**src/sv/csp_pkg.sv**
```systemverilog
`timescale 1ns / 1ps
// ----------------------------------------------------------------------------
// csp_pkg
// Shared types and constants for the call stack profiler.
// ----------------------------------------------------------------------------
package csp_pkg;

  localparam int STACK_DEPTH_DEF = 64;
  localparam int TABLE_DEPTH_DEF = 1024;

  typedef enum logic [1:0] {
    OP_ENTER = 2'd0,
    OP_EXIT  = 2'd1,
    OP_CLEAR = 2'd2,
    OP_READ  = 2'd3
  } csp_op_t;

  typedef enum logic [2:0] {
    ST_OK        = 3'd0,
    ST_INACTIVE  = 3'd1,
    ST_OVERFLOW  = 3'd2,
    ST_UNDERFLOW = 3'd3,
    ST_MISMATCH  = 3'd4,
    ST_FULL      = 3'd5,
    ST_HALTED    = 3'd6
  } csp_status_t;

  typedef enum logic [2:0] {
    S_IDLE,
    S_DISPATCH,
    S_READ,
    S_TOP,
    S_ELAP,
    S_SEARCH,
    S_EMIT
  } csp_state_t;

  typedef struct packed {
    logic [1:0]  opcode;
    logic [63:0] fn_addr;
    logic [63:0] site_addr;
    logic [63:0] timestamp;
    logic [31:0] overhead;
    logic [9:0]  read_index;
  } csp_in_t;

  typedef struct packed {
    logic [2:0]  status;
    logic [63:0] rec_fn;
    logic [63:0] rec_total;
    logic [31:0] rec_calls;
    logic [63:0] self_time;
    logic [10:0] record_count;
    logic [6:0]  stack_level;
  } csp_out_t;

  typedef struct packed {
    logic        latch;
    logic        clear;
    logic        rd_issue;
    logic        push;
    logic        top_issue;
    logic        top_calc;
    logic        elap_calc;
    logic        srch_step;
    logic        hit_upd;
    logic        insert;
    logic        pop;
    logic        set_halt;
    logic        set_st;
    csp_status_t st;
    logic        res_read;
    logic        res_zero;
    logic        emit;
  } csp_cmd_t;

  typedef struct packed {
    csp_op_t op;
    logic    halted;
    logic    active;
    logic    stk_full;
    logic    stk_empty;
    logic    idx_ok;
    logic    mismatch;
    logic    match;
    logic    srch_end;
    logic    tbl_full;
    logic    out_free;
  } csp_stat_t;

endpackage

```
**src/sv/csp_ctrl.sv**
```systemverilog
`timescale 1ns / 1ps
// ----------------------------------------------------------------------------
// csp_ctrl
// Event sequencer: decodes each transaction and steps the datapath.
// ----------------------------------------------------------------------------
module csp_ctrl import csp_pkg::*; (
  input  logic      clk,
  input  logic      rst_n,
  input  logic      in_valid,
  output logic      in_ready,
  input  csp_stat_t stat,
  output csp_cmd_t  cmd
);

  csp_state_t state_r, state_nxt;

  always_ff @(posedge clk) begin
    if (!rst_n) begin
      state_r <= S_IDLE;
    end else begin
      state_r <= state_nxt;
    end
  end

  always_comb begin
    state_nxt = state_r;
    cmd       = '0;
    cmd.st    = ST_OK;
    in_ready  = 1'b0;
    case (state_r)
      S_IDLE: begin
        in_ready = 1'b1;
        if (in_valid) begin
          cmd.latch = 1'b1;
          state_nxt = S_DISPATCH;
        end
      end
      S_DISPATCH: begin
        state_nxt = S_EMIT;
        cmd.set_st = 1'b1;
        cmd.res_zero = 1'b1;
        case (stat.op)
          OP_CLEAR: begin
            cmd.clear = 1'b1;
          end
          OP_READ: begin
            if (stat.idx_ok) begin
              cmd.set_st = 1'b0;
              cmd.res_zero = 1'b0;
              cmd.rd_issue = 1'b1;
              state_nxt = S_READ;
            end else begin
              cmd.st = ST_HALTED;
            end
          end
          default: begin
            if (stat.halted) begin
              cmd.st = ST_HALTED;
            end else if (!stat.active) begin
              cmd.st = ST_INACTIVE;
            end else if (stat.op == OP_ENTER) begin
              if (stat.stk_full) begin
                cmd.st = ST_OVERFLOW;
                cmd.set_halt = 1'b1;
              end else begin
                cmd.push = 1'b1;
              end
            end else if (stat.stk_empty) begin
              cmd.st = ST_UNDERFLOW;
              cmd.set_halt = 1'b1;
            end else begin
              cmd.set_st = 1'b0;
              cmd.res_zero = 1'b0;
              cmd.top_issue = 1'b1;
              state_nxt = S_TOP;
            end
          end
        endcase
      end
      S_READ: begin
        cmd.res_read = 1'b1;
        cmd.set_st = 1'b1;
        state_nxt = S_EMIT;
      end
      S_TOP: begin
        if (stat.mismatch) begin
          cmd.set_st = 1'b1;
          cmd.st = ST_MISMATCH;
          cmd.set_halt = 1'b1;
          cmd.res_zero = 1'b1;
          state_nxt = S_EMIT;
        end else begin
          cmd.top_calc = 1'b1;
          state_nxt = S_ELAP;
        end
      end
      S_ELAP: begin
        cmd.elap_calc = 1'b1;
        state_nxt = S_SEARCH;
      end
      S_SEARCH: begin
        if (stat.match) begin
          cmd.hit_upd = 1'b1;
          cmd.pop = 1'b1;
          cmd.set_st = 1'b1;
          state_nxt = S_EMIT;
        end else if (stat.srch_end) begin
          cmd.set_st = 1'b1;
          state_nxt = S_EMIT;
          if (stat.tbl_full) begin
            cmd.st = ST_FULL;
            cmd.set_halt = 1'b1;
            cmd.res_zero = 1'b1;
          end else begin
            cmd.insert = 1'b1;
            cmd.pop = 1'b1;
          end
        end else begin
          cmd.srch_step = 1'b1;
        end
      end
      S_EMIT: begin
        if (stat.out_free) begin
          cmd.emit = 1'b1;
          state_nxt = S_IDLE;
        end
      end
      default: begin
        state_nxt = S_IDLE;
      end
    endcase
  end

endmodule

```
**config.mk**
```make
export PLATFORM = sky130hd
export DESIGN_NAME = csp_ctrl
export DESIGN_NICKNAME = d
export VERILOG_FILES = /design/src/sv/csp_pkg.sv /design/src/sv/csp_ctrl.sv
export SDC_FILE = /design/constraint.sdc
export NUM_CORES = 1
export LEC_CHECK = 0
export ABC_AREA = 1
export BUFFER_PORTS_ARGS = -buffer_cell sky130_fd_sc_hd__buf_4
export CAP_MARGIN = 40
export CORE_AREA = 2 2 39 41
export CTS_BUF_LIST = sky130_fd_sc_hd__clkbuf_4 sky130_fd_sc_hd__clkbuf_8
export CTS_CLUSTER_DIAMETER = 120
export DETAILED_ROUTE_END_ITERATION = 10
export DIE_AREA = 0 0 41 43
export HOLD_SLACK_MARGIN = 0.05
export PLACE_DENSITY_LB_ADDON = 0.15
export SLEW_MARGIN = 15
export SYNTH_ARGS = -nofsm -noshare
export SYNTH_HDL_FRONTEND = slang
export SYNTH_SLANG_ARGS = --single-unit
```
**constraint.sdc**
```tcl
create_clock -name clk -period 1.4 [get_ports clk]
set_input_delay 0.21 -clock clk [delete_from_list [all_inputs] [get_ports clk]]
set_output_delay 0.21 -clock clk [all_outputs]
set_load 0.03 [all_outputs]
```
==> impl_metrics.json, run 1 <==
{
  "status": "finished, violations left",
  "violations": "negative setup slack",
  "finalSetupViolCount": 15,
  "pre_cts_ws_ns": -0.02424,
  "grt.met2_usage_pct": 32.81,
  "largest_reg_flops": 3,
  "max-vdd-ir-drop_uv": 958.7,
  "ys_async_sr_fraction_pct": 0,
  "use_met1_pct": 20.51,
  "cpMaxStageDelayCell": "dfxtp_4",
  "stdcell_count": 149,
  "finalClockSkew_ns": 0.005947,
  "clk_latency_ns": 0.24,
  "crit_type": "reg2out",
  "setup_ws_ns": -0.1505,
  "grt_pass1_wl_mm": 2.325,
  "final.period_utilization_pct": 110.8,
  "grt_start_max_net_pins": 7,
  "max-slew-margin-rel_pct": 80.84,
  "ys_top_cells_by_count": "inv_1, nand2_1, nor2_1",
  "diodes": 0,
  "synth_fp_nets": 103,
  "required_ns": 1.19,
  "synth_area_leaders": "inv_1, dfxtp_1, nand2_1, nor2_1, nand3_1",
  "dieWidth_um": 41,
  "worstPathCellList": "inv_4 -> nor2_4 -> nand2_2 -> nor2_2 -> nand3_2 -> and2_4 -> o21ai_2 -> buf_6",
  "dpl_cell_area_um2": 794.5,
  "pin_count": 35,
  "synth_seq_cells": 3,
  "worstMarginPinSlew_ns": 0.2861,
  "synth_warnings": 0,
  "io_buffers": 34,
  "via_per_inst": 4.691,
  "clock-sinks": 3,
  "yosysMostFrequentCell": "inv_1",
  "drt_iter0_drc": 6,
  "ys.flop_type": "dfxtp_1",
  "cts_root_buf": "clkbuf_4",
  "postRouteAntennaNets": 0,
  "fin_crit_ns": 1.551,
  "grt.busiest_layer": "met2",
  "cp_top_family": "simple AND/OR/NAND/NOR gates",
  "worst-path-max-fanout": 6,
  "top_register": "state_r",
  "synth_area_um2": 455.4,
  "cts_tree": "built",
  "use_met3_pct": 6.283,
  "drv_cap": 0,
  "drc": 0,
  "gp_congestion": 0.7986,
  "yosysSeqAreaShare_pct": 13.19,
  "finish.utilization_pct": 65.64,
  "dieArea_um2": 1763,
  "dr.pass1.iters": 3,
  "grt_pass1_vias": 623,
  "cts_made_buffers": 3,
  "grt_overflow": 0,
  "drive_above_1_share_pct": 54.89,
  "top_regs": "state_r x3",
  "power_density_nw_per_um2": 1807,
  "routedWlPerCell_um": 10.25,
  "synthCells": 88,
  "hold_class": "in2reg",
  "cpPeakStageDelay_ns": 0.38,
  "setup-tns-final_ns": -1.331,
  "antenna_found_initial": 0,
  "clk_path_buf_depth": 2,
  "crit_path_end_kind": "output pin",
  "rsz0062_at_grt": "true",
  "rows": 14,
  "num-nets-final": 149,
  "area.sequential_um2": 71.32,
  "holdWs_ns": 0.2198,
  "dp_hpwl_mm": 1.189,
  "post-place-cells": 143,
  "maxSlewViolCount": 0,
  "crit_arrival_ns": 1.34,
  "track_usage_pct": 18.46,
  "avgSynthCellArea_um2": 5.175,
  "core_um2": 1384,
  "fill_cells": 130,
  "yosysTopAreaCell": "inv_1",
  "ys_types": 19,
  "synth_top_area_share_pct": 16.48,
  "clk_pin_slew_ns": 0.03,
  "routed_wl_mm": 1.527,
  "hold_viol_final": 0,
  "htreeDepth": 1,
  "clock.fmax_mhz": 644.9,
  "start_util_pct": 32.91,
  "critical_path_buf_inv_count": 2,
  "multiInputGateArea_um2": 369.1,
  "die_h_um": 43,
  "syn_to_final_growth_pct": 99.45,
  "synth_edf_count": 0,
  "p_total_mw": 1.642,
  "worstSetupStartpointType": "flip-flop",
  "stdcell_area_um2": 908.4,
  "leakage_nw": 0.5174,
  "vias": 699
}
metal layers:
metal	vias up	part of all wire, %	routed length, µm
li1	367	-	-
met1	308	40	611
met2	24	52	799
met3	0	7.6	116
met4	0	0	0
met5	-	0	0
what timing repair did:
action                     4_1_cts  5_1_grt
resized for setup               15        9
setup buffers                    1        1
hold buffers                     0        0
setup endpoints to repair       18       19
pin swaps                        1        3
final cells by class:
| type | count | area share [%] |
|---|---|---|
| Tap cell | 16 | 2.204 |
| Sequential cell | 3 | 7.851 |
| Clock buffer | 4 | 3.306 |
| Timing Repair Buffer | 41 | 36.36 |
| Multi-Input combinational cell | 63 | 40.63 |
| Inverter | 22 | 9.642 |
cell families (layout without fill, tap and decap cells):
kind of cell / after synthesis / in the layout / synth area share (%)
AOI/OAI and AO/OA: 11 / 11 / 15.11
buffers and inverters: 22 / 67 / 18.13
DFF: 3 / 3 / 13.19
and+or+nand+nor: 52 / 52 / 53.57
worst min-delay path: stages:
cell and delay [ns]:
buf_4 0.11, nand2_1 0.05, a21oi_1 0.03
report_power, final:
part / switching (mW) / leakage (nW) / internal, mW
registers: 0.0911 / 0.0267 / 0.148
clock network: 0.0465 / 0.0184 / 0.126
logic: 0.713 / 0.472 / 0.517
worst paths after layout:
| kind | cells after the start | to | startpoint | slack (ns) |
|---|---|---|---|---|
| max | 8 | cmd[7] | state_r[0] | -0.15 |
| min | 3 | state_r[2] | rst_n | 0.22 |
| max reg2reg | 8 | state_r[1] | state_r[0] | 0.17 |
| min reg2reg | 4 | state_r[2] | state_r[1] | 0.63 |
cell usage in the layout (no fill, tap or decap), types with 2 or more instances in the layout:
| cell | count |
|---|---|
| or2_2 | 2 |
| inv_2 | 2 |
| buf_6 | 6 |
| a21oi_1 | 5 |
| inv_4 | 2 |
| nor3_2 | 3 |
| inv_1 | 18 |
| dfxtp_4 | 3 |
| buf_4 | 35 |
| nor2_2 | 2 |
| nor3_1 | 2 |
| nand3_2 | 2 |
| nand2_2 | 4 |
| nor2_4 | 2 |
| nor2_1 | 12 |
| clkbuf_4 | 4 |
| nand3_1 | 6 |
| nand4_1 | 2 |
| nand2_1 | 13 |
| o21ai_2 | 2 |
Power figures use the tool's default switching activity.
==> run 2: changes to the inputs <==
==> constraint.sdc (replaced) <==
create_clock -name clk -period 1.4 [get_ports clk]
set_input_delay 0.14 -clock clk [delete_from_list [all_inputs] [get_ports clk]]
set_output_delay 0.14 -clock clk [all_outputs]
set_load 0.03 [all_outputs]
==> run 2 against run 1 <==
  * The flow still finishes with violations (negative setup slack)
  * Worst hold slack lost 0.073 ns
  * Total power grew 4.8%
  * Via count grew 3.6%
  * Non-clock buffer count grew 3
  * Highest routed layer is now met4
==> impl_metrics.json, run 2 (same netlist as run 1, synthesis figures left out) <==
{
  "status": "finished, violations left",
  "violations": "negative setup slack",
  "grt_start_max_net_pins": 7,
  "dr.pass1.iters": 5,
  "clock.fmax_mhz": 680.7,
  "crit_path_end_kind": "output pin",
  "htreeDepth": 1,
  "grt_pass1_vias": 633,
  "worstSetupStartpointType": "flip-flop",
  "grt_pass1_wl_mm": 2.304,
  "combPwrFrac_pct": 75.7,
  "top_register": "state_r",
  "stdcell_area_um2": 950.9,
  "hold_depth": 3,
  "vias": 724,
  "leakage_nw": 0.5337,
  "layout_commonest_cell": "buf_4",
  "clk_path_buf_depth": 2,
  "drt_iter0_drc": 11,
  "switching_share_pct": 51.53,
  "power_switching_mw": 0.8868,
  "dieArea_um2": 1763,
  "layout_common_cells": "buf_4, inv_1, nand2_1, nor2_1, nor2_2",
  "reg2reg_depth": 8,
  "dpl_cell_area_um2": 769.5,
  "p_int_mw": 0.8341,
  "maxSlewViolCount": 0,
  "drive_above_1_share_pct": 61.03,
  "rsz0062_at_grt": "true",
  "gp_congestion": 0.7727,
  "num-nets-final": 152,
  "dp_hpwl_mm": 1.132,
  "max-vdd-ir-drop_uv": 1247,
  "die_h_um": 43,
  "clk_latency_ns": 0.24,
  "antenna_found_initial": 0,
  "pin_count": 35,
  "cts_made_buffers": 3,
  "power_density_nw_per_um2": 1810,
  "seqPwrFrac_pct": 14.1,
  "drv_cap": 0,
  "cpPeakStageDelay_ns": 0.38,
  "fin_crit_ns": 1.469,
  "routedWlPerCell_um": 10.11,
  "cts_tree": "built",
  "crit_arrival_ns": 1.33,
  "setup_ws_ns": -0.06899,
  "crit_type": "reg2out",
  "clock-sinks": 3,
  "cts_root_buf": "clkbuf_4",
  "worstMarginPinSlew_ns": 0.2720,
  "routed_wl_mm": 1.537,
  "syn_to_final_growth_pct": 108.8,
  "track_usage_pct": 18.76,
  "clk_pin_slew_ns": 0.04,
  "finalSetupViolCount": 5,
  "postRouteAntennaNets": 0,
  "io_buffers": 34,
  "drc": 0,
  "largest_reg_flops": 3,
  "core_um2": 1384,
  "finish.utilization_pct": 68.72,
  "max-slew-margin-rel_pct": 81.78,
  "worst-path-max-fanout": 5,
  "top_regs": "state_r x3",
  "final.period_utilization_pct": 104.9,
  "post-place-cells": 141,
  "p_clk_share_pct": 10.2,
  "pre_cts_ws_ns": 0.04799,
  "cpMaxStageDelayCell": "dfxtp_4",
  "stdcell_count": 152,
  "grt_overflow": 0,
  "start_util_pct": 32.91,
  "hold_class": "in2reg",
  "diodes": 0,
  "via_per_inst": 4.763,
  "dieWidth_um": 41,
  "rows": 14,
  "worstPathCellList": "inv_4 -> nor2_4 -> nand2_2 -> nor2_2 -> nand3_2 -> and2_4 -> o21ai_2 -> buf_6",
  "required_ns": 1.26,
  "hold_viol_final": 0,
  "finalClockSkew_ns": 0.005885,
  "p_total_mw": 1.721
}
==> run 2: cell count changes in the layout (fill, tap and decap cells not counted), sizes merged <==
cell and delta:
buf +3
==> run 2: worst paths after layout <==
check             startpoint         end  slack (ns)
setup / recovery  state_r[0]      cmd[7]       -0.07
hold / removal         rst_n  state_r[1]        0.15
setup reg to reg  state_r[2]  state_r[2]        0.14
hold reg to reg   state_r[0]  state_r[1]        0.70
==> run 2: routing by layer <==
metal  routed length [µm]  part of all wire, %  vias up  GRT usage (%)
met1                  596                   39      324          20.51
met2                  813                   53       26          32.50
li1                     -                    -      372              -
met4                   15                 0.98        0          6.000
met3                  111                  7.2        2          5.236
met5                    0                    0        -              0
==> run 2: critical path: cells and delay by family (launching register included) <==
family,cells,cell delay (ns)
flops,1,0.38
compound gates,1,0.06
buf+inv,2,0.18
simple gates,5,0.47
==> run 2: final cells by class <==
class | instances | area, µm²
well taps | 16 | 20.02
inverters | 22 | 90.09
fillers | 134 | 432.9
multi-input cells | 63 | 390.4
repair buffers | 44 | 349.1
flip-flops and latches | 3 | 71.32
clock buffers | 4 | 30.03
==> run 2: power by group through the flow <==
stage / Combinational (mW) / Clock [mW] / Sequential (mW)
5_1_grt: 1.41 / 0.193 / 0.252
6_report: 1.30 / 0.176 / 0.242
2_1_floorplan: 0.669 / 0 / 0.177
4_1_cts: 1.18 / 0.181 / 0.228
3_3_place_gp: 1.03 / 0 / 0.189
3_5_place_dp: 1.04 / 0 / 0.191
==> run 2: per-stage QoR <==
stage / TNS, ns / hold WS (ns)
4_1_cts: -0.2836 / 0.1394
5_1_grt: -1.090 / 0.1418
2_1_floorplan: 0 / 0.2637
3_5_place_dp: 0 / 0.3995
6_report: -0.2978 / 0.1468
3_3_place_gp: 0 / 0.4033
==> run 2: timing repair <==
action / CTS / global route
hold buffers: 0 / 0
buffers inserted: 5 / 2
pin swaps: 4 / 3
resized for setup: 19 / 14
cloned: 0 / 0
endpoints found under the setup margin: 11 / 18
==> run 3: changes to the inputs <==
--- a/config.mk
+++ b/config.mk
@@ -6,13 +6,12 @@
 export NUM_CORES = 1
 export LEC_CHECK = 0
 export ABC_AREA = 1
-export BUFFER_PORTS_ARGS = -buffer_cell sky130_fd_sc_hd__buf_4
 export CAP_MARGIN = 40
 export CORE_AREA = 2 2 39 41
-export CTS_BUF_LIST = sky130_fd_sc_hd__clkbuf_4 sky130_fd_sc_hd__clkbuf_8
 export CTS_CLUSTER_DIAMETER = 120
 export DETAILED_ROUTE_END_ITERATION = 10
 export DIE_AREA = 0 0 41 43
+export DONT_BUFFER_PORTS = 1
 export HOLD_SLACK_MARGIN = 0.05
 export PLACE_DENSITY_LB_ADDON = 0.15
 export SLEW_MARGIN = 15
==> run 3 against run 2 <==
  * The run still ends with negative setup slack left
  * Clock power shrank 15%
  * Register-to-register slack gained 0.05 ns
  * Setup slack lost 0.012 ns
  * Critical path type unchanged
  * Worst hold slack gained 0.022 ns
  * Sequential share of layout area grew 0.85 points
  * Global-route usage shrank 1.9 points
  * Die area is the same
  * Largest cell class unchanged
  * First-iteration DRC count shrank 45%
  * Core utilization shrank 9.1 points
  * Clock-buffer cell count is the same
  * Critical endpoint unchanged
  * Total power shrank 7.1%
==> impl_metrics.json, run 3 (same netlist as run 1, synthesis figures left out) <==
{
  "status": "finished, violations left",
  "violations": "negative setup slack",
  "worstSetupStartpointType": "flip-flop",
  "worstPathCellList": "inv_4 -> nor2_4 -> nand2_2 -> nor2_2 -> nand3_2 -> and2_4 -> o21ai_2 -> buf_6",
  "final.period_utilization_pct": 105.8,
  "crit_path_start": "state_r[0]",
  "critical_path_buf_inv_count": 2,
  "power_density_nw_per_um2": 1939,
  "cts_made_buffers": 3,
  "seqPwrFrac_pct": 13.8,
  "drv_cap": 0,
  "cp_top_family": "simple AND/OR/NAND/NOR gates",
  "grt_start_max_net_pins": 8,
  "clock-sinks": 3,
  "grt_pass1_vias": 556,
  "hold_depth": 3,
  "crit_path_end_kind": "output pin",
  "min_delay_worst_endpoint": "state_r[1]",
  "dieArea_um2": 1763,
  "vias": 650,
  "cpPeakStageDelay_ns": 0.37,
  "rows": 14,
  "largest_reg_flops": 3,
  "start_util_pct": 32.91,
  "required_ns": 1.26,
  "p_total_mw": 1.599,
  "min_from": "stat[0]",
  "hold_viol_final": 0,
  "finalClockSkew_ns": 0.004923,
  "grt_overflow": 0,
  "maxSlewViolCount": 0,
  "reg2reg_depth": 6,
  "worstMarginPinSlew_ns": 0.3729,
  "num-nets-final": 136,
  "antenna_found_initial": 0,
  "routedWlPerCell_um": 10.41,
  "crit_arrival_ns": 1.34,
  "track_usage_pct": 16.83,
  "dp_hpwl_mm": 1.064,
  "fin_crit_ns": 1.481,
  "via_per_inst": 4.779,
  "max-slew-margin-rel_pct": 75.13,
  "gp_congestion": 0.7121,
  "clk_pin_slew_ns": 0.04,
  "pin_count": 35,
  "p_int_mw": 0.7344,
  "pre_cts_ws_ns": 0.03995,
  "top_register": "state_r",
  "top_regs": "state_r x3",
  "layout_common_cells": "buf_4, inv_1, nand2_1, nor2_1",
  "leakage_nw": 0.4538,
  "syn_to_final_growth_pct": 81.04,
  "clock.fmax_mhz": 675.4,
  "grt_pass1_wl_mm": 2.076,
  "hold_class": "in2reg",
  "die_h_um": 43,
  "max-vdd-ir-drop_uv": 1008,
  "io_buffers": 0,
  "r2r_setup_slack_ns": 0.19,
  "combPwrFrac_pct": 76.9,
  "switching_share_pct": 54.07,
  "clk_latency_ns": 0.23,
  "power_switching_mw": 0.8644,
  "fill_cells": 140,
  "finalSetupViolCount": 10,
  "setup_ws_ns": -0.08056,
  "cts_root_buf": "clkbuf_4",
  "postRouteAntennaNets": 0,
  "rsz0062_at_grt": "true",
  "drt_iter0_drc": 6,
  "layout_commonest_cell": "buf_4",
  "core_um2": 1384,
  "crit_type": "reg2out",
  "drive_above_1_share_pct": 51.67,
  "cpMaxStageDelayCell": "dfxtp_4",
  "drc": 0,
  "dieWidth_um": 41,
  "timing.rr.start": "state_r[1]",
  "htreeDepth": 1,
  "dr.pass1.iters": 3,
  "worst-path-max-fanout": 5,
  "clk_path_buf_depth": 2,
  "p_clk_share_pct": 9.4,
  "rr_endpoint": "state_r[1]",
  "cts_tree": "built",
  "routed_wl_mm": 1.416,
  "diodes": 0
}
==> run 3: changes by cell type in the layout (fill, tap and decap cells not counted), moves of 2 or more <==
cell,previous run,this run
buf_4,39,23
inv_1,18,16
nor2_1,8,10
inv_2,1,4
nand3_2,4,1
nor2_2,6,3
nand3_1,4,6
==> run 3: worst max path at each step <==
stage | end | slack, ns | cells after the start
final | cmd[7] | -0.08 | 8
after global routing | cmd[7] | -0.18 | 8
after CTS | cmd[5] | -0.1 | 5
after detailed placement | cmd[5] | 0.04 | 5
after global placement | cmd[5] | 0.04 | 5
after floorplan | cmd[4] | 0.001 | 5
==> run 3: worst register-to-register path, stage by stage (launching register included) <==
cell and delay (ns):
dfxtp_4 0.38, buf_4 0.14, nand4_1 0.17, buf_4 0.18
nand3_1 0.06, nand2_1 0.06, a21oi_1 0.13
==> run 3: area by class of cell <==
class	count	area (µm²)	share of cell area [%]
Multi-Input combinational cell	63	394.1	47.80
Timing Repair Buffer	28	227.7	27.62
Inverter	22	87.58	10.62
Sequential cell	3	68.82	8.346
Clock buffer	4	26.28	3.187
Tap cell	16	20.02	2.428
==> run 3: power by group through the flow <==
stage	combinational, mW	clock, mW	sequential (mW)
6_report	1.23	0.150	0.220
2_1_floorplan	0.669	0	0.177
3_5_place_dp	0.904	0	0.189
5_1_grt	1.32	0.172	0.230
3_3_place_gp	0.899	0	0.189
4_1_cts	1.05	0.155	0.214
==> run 3: repair_timing <==
item                                    4_1_cts  5_1_grt
gates resized for setup                      15       15
endpoints found under the hold margin         3        0
hold buffers                                  1        0
endpoints found under the setup margin       14       17
cloned                                        0        0
pin swaps                                     5        7
buffers inserted                              5        5
==> run 3: stage by stage <==
stage	hold WS (ns)	cells	utilization [%]	area [µm²]	setup TNS (ns)
after global placement	0.2814	121	44.76	619.3	0
after detailed placement	0.2791	121	44.76	619.3	0
after CTS	0.1625	131	53.25	737.0	-0.3803
after global routing	0.1582	136	59.58	824.5	-1.269
after floorplan	0.2637	88	-	471.7	0
final	0.1685	136	59.58	824.5	-0.3761
==> run 3: metal layers <==
layer  vias up  track usage (%)  share of wire, %  wire length, µm
met1       284            20.13                42              601
met2        25            27.50                50              702
li1        341                -                 -                -
met4         0            2.000                 0                0
met5         -                0                 0                0
met3         0            7.330               7.9              112
